==> src/hw/rtl/bole_pkg.sv <==
// package for the bounded ordered list engine
// types, codes and sizes shared by the sequencer and the top level
package bole_pkg;
  localparam int Capacity = 64;
  localparam int AddrW = $clog2(Capacity);
  localparam int CntW = $clog2(Capacity + 1);

  localparam logic [2:0] ReqInsFront = 3'd0;
  localparam logic [2:0] ReqInsEnd   = 3'd1;
  localparam logic [2:0] ReqInsAtP   = 3'd2;
  localparam logic [2:0] ReqDelFront = 3'd3;
  localparam logic [2:0] ReqDelEnd   = 3'd4;
  localparam logic [2:0] ReqDelAtP   = 3'd5;
  localparam logic [2:0] ReqSearch   = 3'd6;

  localparam logic [2:0] StOk       = 3'd0;
  localparam logic [2:0] StFull     = 3'd1;
  localparam logic [2:0] StEmpty    = 3'd2;
  localparam logic [2:0] StBadPos   = 3'd3;
  localparam logic [2:0] StNotFound = 3'd4;

  typedef struct packed {
    logic [2:0]        req_type;
    logic signed [31:0] value;
    logic [6:0]        position;
  } req_t;

  typedef struct packed {
    logic [2:0] status;
    logic [5:0] found_index;
    logic [6:0] length;
  } rsp_t;
endpackage

==> src/hw/rtl/bole_ram.sv <==
// generic single-port-write, single-port-read ram with registered read
// no package dependency
module bole_ram #(
  parameter int Width = 32,
  parameter int Depth = 64
) (
  input  logic                     clk_i,
  input  logic                     we_i,
  input  logic [$clog2(Depth)-1:0] waddr_i,
  input  logic [Width-1:0]         wdata_i,
  input  logic [$clog2(Depth)-1:0] raddr_i,
  output logic [Width-1:0]         rdata_o
);
  logic [Width-1:0] mem [Depth];

  // write port and registered read port
  always_ff @(posedge clk_i) begin
    if (we_i) mem[waddr_i] <= wdata_i;
    rdata_o <= mem[raddr_i];
  end
endmodule

==> src/hw/rtl/bounded_ordered_list_engine_unit.sv <==
// top level of the bounded ordered list engine
// depends on bole_pkg and bole_ram
//
// channel   direction  handshake           payload
// request   in         start_i & !busy_o   req_i (bole_pkg::req_t)
// response  out        done_o (one cycle)  rsp_o (bole_pkg::rsp_t)
//
// an error, a no-op, a search of an empty list or a delete of the last entry go to SDone
// an insert reads and writes each entry that moves, then writes the value into the slot
// a delete reads and writes each entry that moves; a search addresses, then compares, each
// entry; busy_o drops in the cycle after done_o; reset clears the state and the count only,
// no clearing pass; the ram has a single port pair, so entries move one at a time
// the receiver cannot stall
module bounded_ordered_list_engine_unit (
  input  logic            clk_i,
  input  logic            rst_ni,
  input  logic            start_i,
  input  bole_pkg::req_t  req_i,
  output logic            busy_o,
  output logic            done_o,
  output bole_pkg::rsp_t  rsp_o
);
  import bole_pkg::*;

  localparam logic [2:0] SIdle  = 3'd0;
  localparam logic [2:0] SRead  = 3'd1;
  localparam logic [2:0] SWrite = 3'd2;
  localparam logic [2:0] SSrch  = 3'd3;
  localparam logic [2:0] SDone  = 3'd4;
  localparam logic [2:0] SCmp   = 3'd5;
  localparam logic [2:0] SPut   = 3'd6;

  logic [2:0]       state_q, state_d;
  logic [CntW-1:0]  cnt_q, cnt_d;
  logic [CntW-1:0]  idx_q, idx_d;   // entry being read
  logic [CntW-1:0]  stop_q, stop_d; // last index of the shift or search
  logic             ins_q, ins_d;   // shift direction
  req_t             req_q, req_d;
  rsp_t             rsp_q, rsp_d;
  logic             we;
  logic [AddrW-1:0] waddr, raddr;
  logic [31:0]      wdata, rdata;

  bole_ram #(.Width(32), .Depth(Capacity)) u_ram (
    .clk_i(clk_i), .we_i(we), .waddr_i(waddr), .wdata_i(wdata),
    .raddr_i(raddr), .rdata_o(rdata)
  );

  assign busy_o = (state_q != SIdle);
  assign done_o = (state_q == SDone);
  assign rsp_o  = rsp_q;
  assign raddr  = idx_q[AddrW-1:0];

  // sequencer: shifts one entry per read/write pair, search one entry per address/compare pair
  always_comb begin
    logic [CntW-1:0] p;
    state_d = state_q; cnt_d = cnt_q; idx_d = idx_q; stop_d = stop_q;
    ins_d = ins_q; req_d = req_q; rsp_d = rsp_q;
    we = 1'b0; waddr = '0; wdata = req_q.value;
    p = req_i.position[CntW-1:0];
    case (state_q)
      SIdle: begin
        if (start_i) begin
          req_d = req_i;
          rsp_d = '{status: StOk, found_index: '0, length: 7'(cnt_q)};
          state_d = SDone;
          case (req_i.req_type)
            ReqInsFront, ReqInsEnd, ReqInsAtP: begin
              if (cnt_q == CntW'(Capacity)) rsp_d.status = StFull;
              else begin
                if (req_i.req_type == ReqInsFront) p = '0;
                else if (req_i.req_type == ReqInsEnd) p = cnt_q;
                if (req_i.req_type == ReqInsAtP && 7'(req_i.position) > 7'(cnt_q))
                  rsp_d.status = StBadPos;
                else begin
                  // move entries cnt-1 down to p up by one, then write p
                  ins_d = 1'b1; stop_d = p;
                  idx_d = cnt_q - CntW'(1);
                  state_d = (cnt_q == p) ? SPut : SRead;
                end
              end
            end
            ReqDelFront, ReqDelEnd, ReqDelAtP: begin
              if (cnt_q == '0) rsp_d.status = StEmpty;
              else begin
                if (req_i.req_type == ReqDelFront) p = '0;
                else if (req_i.req_type == ReqDelEnd) p = cnt_q - CntW'(1);
                if (req_i.req_type == ReqDelAtP && 7'(req_i.position) >= 7'(cnt_q))
                  rsp_d.status = StBadPos;
                else begin
                  // move entries p+1 .. cnt-1 down by one
                  ins_d = 1'b0; stop_d = cnt_q - CntW'(1);
                  idx_d = p + CntW'(1);
                  if (p == cnt_q - CntW'(1)) begin
                    cnt_d = cnt_q - CntW'(1);
                    rsp_d.length = 7'(cnt_q - CntW'(1));
                  end else state_d = SRead;
                end
              end
            end
            ReqSearch: begin
              rsp_d.status = StNotFound;
              if (cnt_q != '0) begin
                idx_d = '0; stop_d = cnt_q - CntW'(1); state_d = SSrch;
              end
            end
            default: ;
          endcase
        end
      end
      SRead: state_d = SWrite;
      SWrite: begin
        we = 1'b1;
        if (ins_q) begin
          // entry idx moves one place up
          waddr = AddrW'(idx_q + CntW'(1)); wdata = rdata;
          if (idx_q == stop_q) state_d = SPut;
          else begin
            idx_d = idx_q - CntW'(1); state_d = SRead;
          end
        end else begin
          waddr = AddrW'(idx_q - CntW'(1)); wdata = rdata;
          if (idx_q == stop_q) begin
            cnt_d = cnt_q - CntW'(1);
            rsp_d.length = 7'(cnt_q - CntW'(1));
            state_d = SDone;
          end else begin
            idx_d = idx_q + CntW'(1); state_d = SRead;
          end
        end
      end
      SPut: begin
        // write of the inserted value into the opened slot
        we = 1'b1;
        waddr = stop_q[AddrW-1:0]; wdata = req_q.value;
        cnt_d = cnt_q + CntW'(1);
        rsp_d.length = 7'(cnt_q + CntW'(1));
        state_d = SDone;
      end
      SSrch: begin
        // the ram returns the data of idx_q in the cycle after its address
        state_d = SCmp;
      end
      SCmp: begin
        if ($signed(rdata) == req_q.value) begin
          rsp_d.status = StOk; rsp_d.found_index = 6'(idx_q); state_d = SDone;
        end else if (idx_q == stop_q) state_d = SDone;
        else begin
          idx_d = idx_q + CntW'(1); state_d = SSrch;
        end
      end
      SDone: state_d = SIdle;
      default: state_d = SIdle;
    endcase
  end

  // control registers
  always_ff @(posedge clk_i or negedge rst_ni) begin
    if (!rst_ni) begin
      state_q <= SIdle;
      cnt_q   <= '0;
    end else begin
      state_q <= state_d;
      cnt_q   <= cnt_d;
    end
  end

  // payload registers
  always_ff @(posedge clk_i) begin
    idx_q <= idx_d; stop_q <= stop_d; ins_q <= ins_d;
    req_q <= req_d; rsp_q <= rsp_d;
  end
endmodule
==> config.mk <==
export PLATFORM = sky130hd
export DESIGN_NAME = bounded_ordered_list_engine_unit
export DESIGN_NICKNAME = d
export VERILOG_FILES = /design/src/hw/rtl/bole_pkg.sv /design/src/hw/rtl/bole_ram.sv /design/src/hw/rtl/bounded_ordered_list_engine_unit.sv
export SDC_FILE = /design/constraint.sdc
export NUM_CORES = 2
export LEC_CHECK = 0
export BUFFER_PORTS_ARGS = -buffer_cell sky130_fd_sc_hd__buf_2
export CAP_MARGIN = 20
export CORE_UTILIZATION = 40
export DETAILED_ROUTE_END_ITERATION = 10
export PLACE_DENSITY = 0.54
export SLEW_MARGIN = 20
export SYNTH_ARGS = -nofsm -noshare
export SYNTH_HDL_FRONTEND = slang
export SYNTH_SLANG_ARGS = --single-unit
==> constraint.sdc <==
create_clock -name clk_i -period 6.1 [get_ports clk_i]
set_input_delay 0.305 -clock clk_i [delete_from_list [all_inputs] [get_ports clk_i]]
set_output_delay 0.305 -clock clk_i [all_outputs]
set_load 0.005 [all_outputs]
==> flow_summary.yaml <==
power_and_ir_drop:
  power_frac_seq_pct: 41.5
  clkPwrFrac_pct: 27.1
  p_int_mw: 31.8
  combPwrFrac_pct: 31.4
  max-vdd-ir-drop_v: 0.000506
  p_switching_mw: 14.9
  p_leak_nw: 29.6
  power_density_mw_per_mm2: 486
  swShare_pct: 31.9
layout:
  areaGrowthSynthToFinish_pct: 14.2
  nets: 4020
  stdcell_count: 6934
  drive_above_1_share_pct: 31.0
sta:
  fin_skew_ns: 0.0510
  max_slew_margin_pct: 22.9
  setup_violations: 0
  postLayoutSetupSlackWorst_ns: 1.45
  fmax_ghz: 0.215
  fin_setup_tns_ns: 0
  period_share_pct: 76.2
  min_period_ns: 4.65
  hold_viol_final: 0
  worstMarginPinSlew_ns: 1.16
  drv_slew: 0
  rsz0062_at_grt: "no"
global_route:
  grt_max_degree: 146
  grt.total_usage_pct: 19.8
  antenna_found_initial: 14
  overflow: 0
  grt_pass1_wl_um: 301000
  grt_pass1_vias: 40200
detailed_routing:
  wl_um: 207000
  vias: 39400
  first_iter_violations: 4240
  wl_met1_um: 96300
  wl_met3_um: 10600
  dr.pass1.iters: 5
  met2_length_um: 97000
  antenna_left: 0
  route.detailed.drc: 0
  drt-wirelength-per-cell_um: 29.9
  highest_layer: "met4"
  via_per_inst: 5.68
clock_network:
  insertion_delay_ns: 0.85
  cts_num_sinks: 2153
  path_clk_slew_ns: 0.06
  cts_buffers: 214
  cts_max_path_buffers: 3
  root_buffer: "clkbuf_16"
  cts_tree: "built"
  htree_levels: 4
  cts_resized: 0
logic_synthesis:
  yosysWarningCount: 0
  syn-mean-instance-area_um2: 22.7
  synth_flop_cell: "edfxtp_1"
  async_flop_share_pct: 0.464
  syn_inst: 3713
  ys_seq_area_share_pct: 76.4
  synth_seq_cells: 2153
  synth_area_mm2: 0.0841
  synth_nets: 3771
  synth_edf_count: 2111
  synth.distinct_cells: 73
setup_path:
  crit_type: "reg -> reg"
  critPathCapture: "u_ram.mem[10][17]$_DFFE_PP_"
  r2r_slack_ns: 1.45
  crit_required_ns: 6.63
  critPathArrivalTime_ns: 5.18
  path_max_fanout: 109
  rr_worst_depth: 10
  end_kind: "register"
  r2r_end: "u_ram.mem[10][17]$_DFFE_PP_"
  r2r-start: "idx_q[1]$_DFFE_PP_"
  startpoint: "idx_q[1]$_DFFE_PP_"
  worst_setup_path_start_kind: "register"
placement:
  io_buffers: 62
  dp_cells: 6499
  hpwl_um: 124000
  pre_cts_ws_ns: 1.45
  gp_congestion: 0.863
worst_hold_path:
  hold_class: "in -> reg"
  worstHoldStart: "req_i[0]"
floorplan:
  fp.coreArea_mm2: 0.208
  rows: 167
  die_area_mm2: 0.212
  ios: 63
  die_x_um: 461
  die_y_um: 461
  initial_utilization_pct: 40.4
status:
  status: "complete, no violations"
run:
  drv_cap: 0
Yosys cell counts, types with 3 or more instances:
library cell / instances / area [µm²]
edfxtp_1: 2111 / 63400
mux4_2: 672 / 15100
nand2_1: 163 / 612
nor2_1: 130 / 488
clkbuf_1: 128 / 480
a21oi_1: 50 / 250
buf_1: 50 / 188
xnor2_1: 48 / 420
o21ai_0: 41 / 205
dfxtp_1: 32 / 641
inv_1: 22 / 82.6
nand3_1: 21 / 105
buf_2: 19 / 95.1
xor2_1: 17 / 149
ha_1: 13 / 163
nand4_1: 13 / 81.3
nor3_1: 12 / 60.1
a221oi_1: 11 / 96.3
dfrtp_1: 10 / 250
and2_1: 9 / 56.3
nand2b_1: 9 / 56.3
and3_1: 8 / 50.1
nor2b_1: 7 / 43.8
o211ai_1: 7 / 52.6
o21ai_1: 7 / 35.0
a22oi_1: 6 / 45.0
a31oi_1: 6 / 37.5
o31ai_1: 6 / 45.0
a21o_1: 5 / 37.5
o221ai_1: 5 / 43.8
o22ai_1: 5 / 31.3
a32oi_1: 4 / 35.0
mux2i_1: 4 / 40.0
nor4_1: 4 / 25.0
a211oi_1: 3 / 22.5
a211oi_2: 3 / 37.5
a221o_1: 3 / 30.0
a32o_1: 3 / 30.0
mux2_2: 3 / 33.8
nor4_4: 3 / 63.8
o2bb2ai_1: 3 / 26.3
layer usage:
metal  track usage [%]  vias up
met5                 0        -
met4              4.18        0
met3              2.98      250
met2              30.6     1152
met1              29.8    21700
li1                  -    16300
sequential cells by signal (all words and copies together) (netlist names):
signal         flops
req_q             32
state_q            3
cnt_q              7
u_ram.rdata_o     32
u_ram.mem       2048
idx_q              7
stop_q             7
rsp_o             16
ins_q              1
placed cells by master (no fill, tap or decap), types with 7 or more instances in the layout:
| cell type | instances |
|---|---|
| o21ai_0 | 41 |
| xor2_1 | 17 |
| xnor2_1 | 48 |
| dfxtp_1 | 32 |
| bufinv_16 | 12 |
| clkinv_2 | 41 |
| o211ai_1 | 7 |
| nor2b_1 | 7 |
| edfxtp_1 | 2111 |
| clkbuf_1 | 60 |
| dfrtp_1 | 10 |
| buf_2 | 62 |
| nand3_1 | 21 |
| clkbuf_16 | 216 |
| and2_1 | 9 |
| inv_1 | 21 |
| clkinv_1 | 43 |
| nand2_4 | 10 |
| dlygate4sd3_1 | 35 |
| nor2_4 | 65 |
| nand2_2 | 19 |
| buf_12 | 18 |
| buf_4 | 118 |
| nor3_1 | 12 |
| ha_1 | 13 |
| nand2b_1 | 8 |
| nand4_1 | 13 |
| nor2_1 | 65 |
| and3_1 | 8 |
| o21ai_1 | 7 |
| mux4_2 | 672 |
| nand2_1 | 134 |
| a21oi_1 | 50 |
| a221oi_1 | 11 |
cells by family after synthesis:
| group | Yosys count | synth area share (%) |
|---|---|---|
| fa+ha+maj | 13 | 0.193 |
| flops | 2153 | 76.4 |
| mux | 679 | 18.1 |
| xor+xnor | 66 | 0.709 |
| simple gates | 391 | 2.08 |
| compound gates | 187 | 1.50 |
| buf+inv | 224 | 1.05 |
how the worst min path moves through the flow:
| stage | endpoint | slack [ns] | depth (start not counted) |
|---|---|---|---|
| detailed placement | cnt_q[3]$_DFFE_PN0P_ | 0.19 | 1 |
| CTS | stop_q[0]$_DFFE_PP_ | 0.003 | 4 |
| global route | stop_q[0]$_DFFE_PP_ | 0.04 | 4 |
| floorplan | cnt_q[0]$_DFFE_PN0P_ | 0.009 | 0 |
| global placement | cnt_q[4]$_DFFE_PN0P_ | 0.19 | 1 |
| finish | stop_q[0]$_DFFE_PP_ | 0.10 | 4 |
worst max-delay path: stages (launching register included):
cell	delay (ns)
edfxtp_1	0.53
buf_12	0.58
and3_1	0.30
mux2i_1	0.10
xor2_1	0.17
o21ai_0	0.50
nand2_1	0.16
a21oi_1	0.25
nand2_1	0.47
nor2_4	0.88
buf_4	0.37
stage by stage:
step	hold slack, ns	utilization [%]	cell area [µm²]	power (mW)
after detailed placement	0.186	42.7	89000	34.5
after floorplan	0.00941	-	84100	28.8
after global routing	0.0396	46.2	96100	48.4
final	0.101	46.2	96100	46.7
after CTS	0.00318	46.1	96000	47.2
after global placement	0.194	42.7	89000	34.4
power groups by stage:
| stage | sequential [mW] | combinational [mW] | clock [mW] |
|---|---|---|---|
| 2_1_floorplan | 19.5 | 9.33 | 0 |
| 4_1_cts | 19.4 | 14.8 | 12.9 |
| 3_5_place_dp | 19.7 | 14.8 | 0 |
| 3_3_place_gp | 19.7 | 14.7 | 0 |
| 5_1_grt | 19.4 | 15.5 | 13.5 |
| 6_report | 19.4 | 14.6 | 12.7 |
timing repair:
item,CTS,global route
endpoints found under the setup margin,0,0
hold buffers,35,0
buffers inserted,0,0
hold endpoints to repair,46,0
cell type report:
class	instances	area, µm²
tap	2788	3490
sequential	2153	64300
antenna	4	10.0
fill	17200	112000
clock inverter	116	1020
clock buffer	280	5690
inverter	24	90.1
multi-input combinational	1336	19600
timing repair buffer	233	1910
Note: power is estimated with default switching activity, not from simulation.
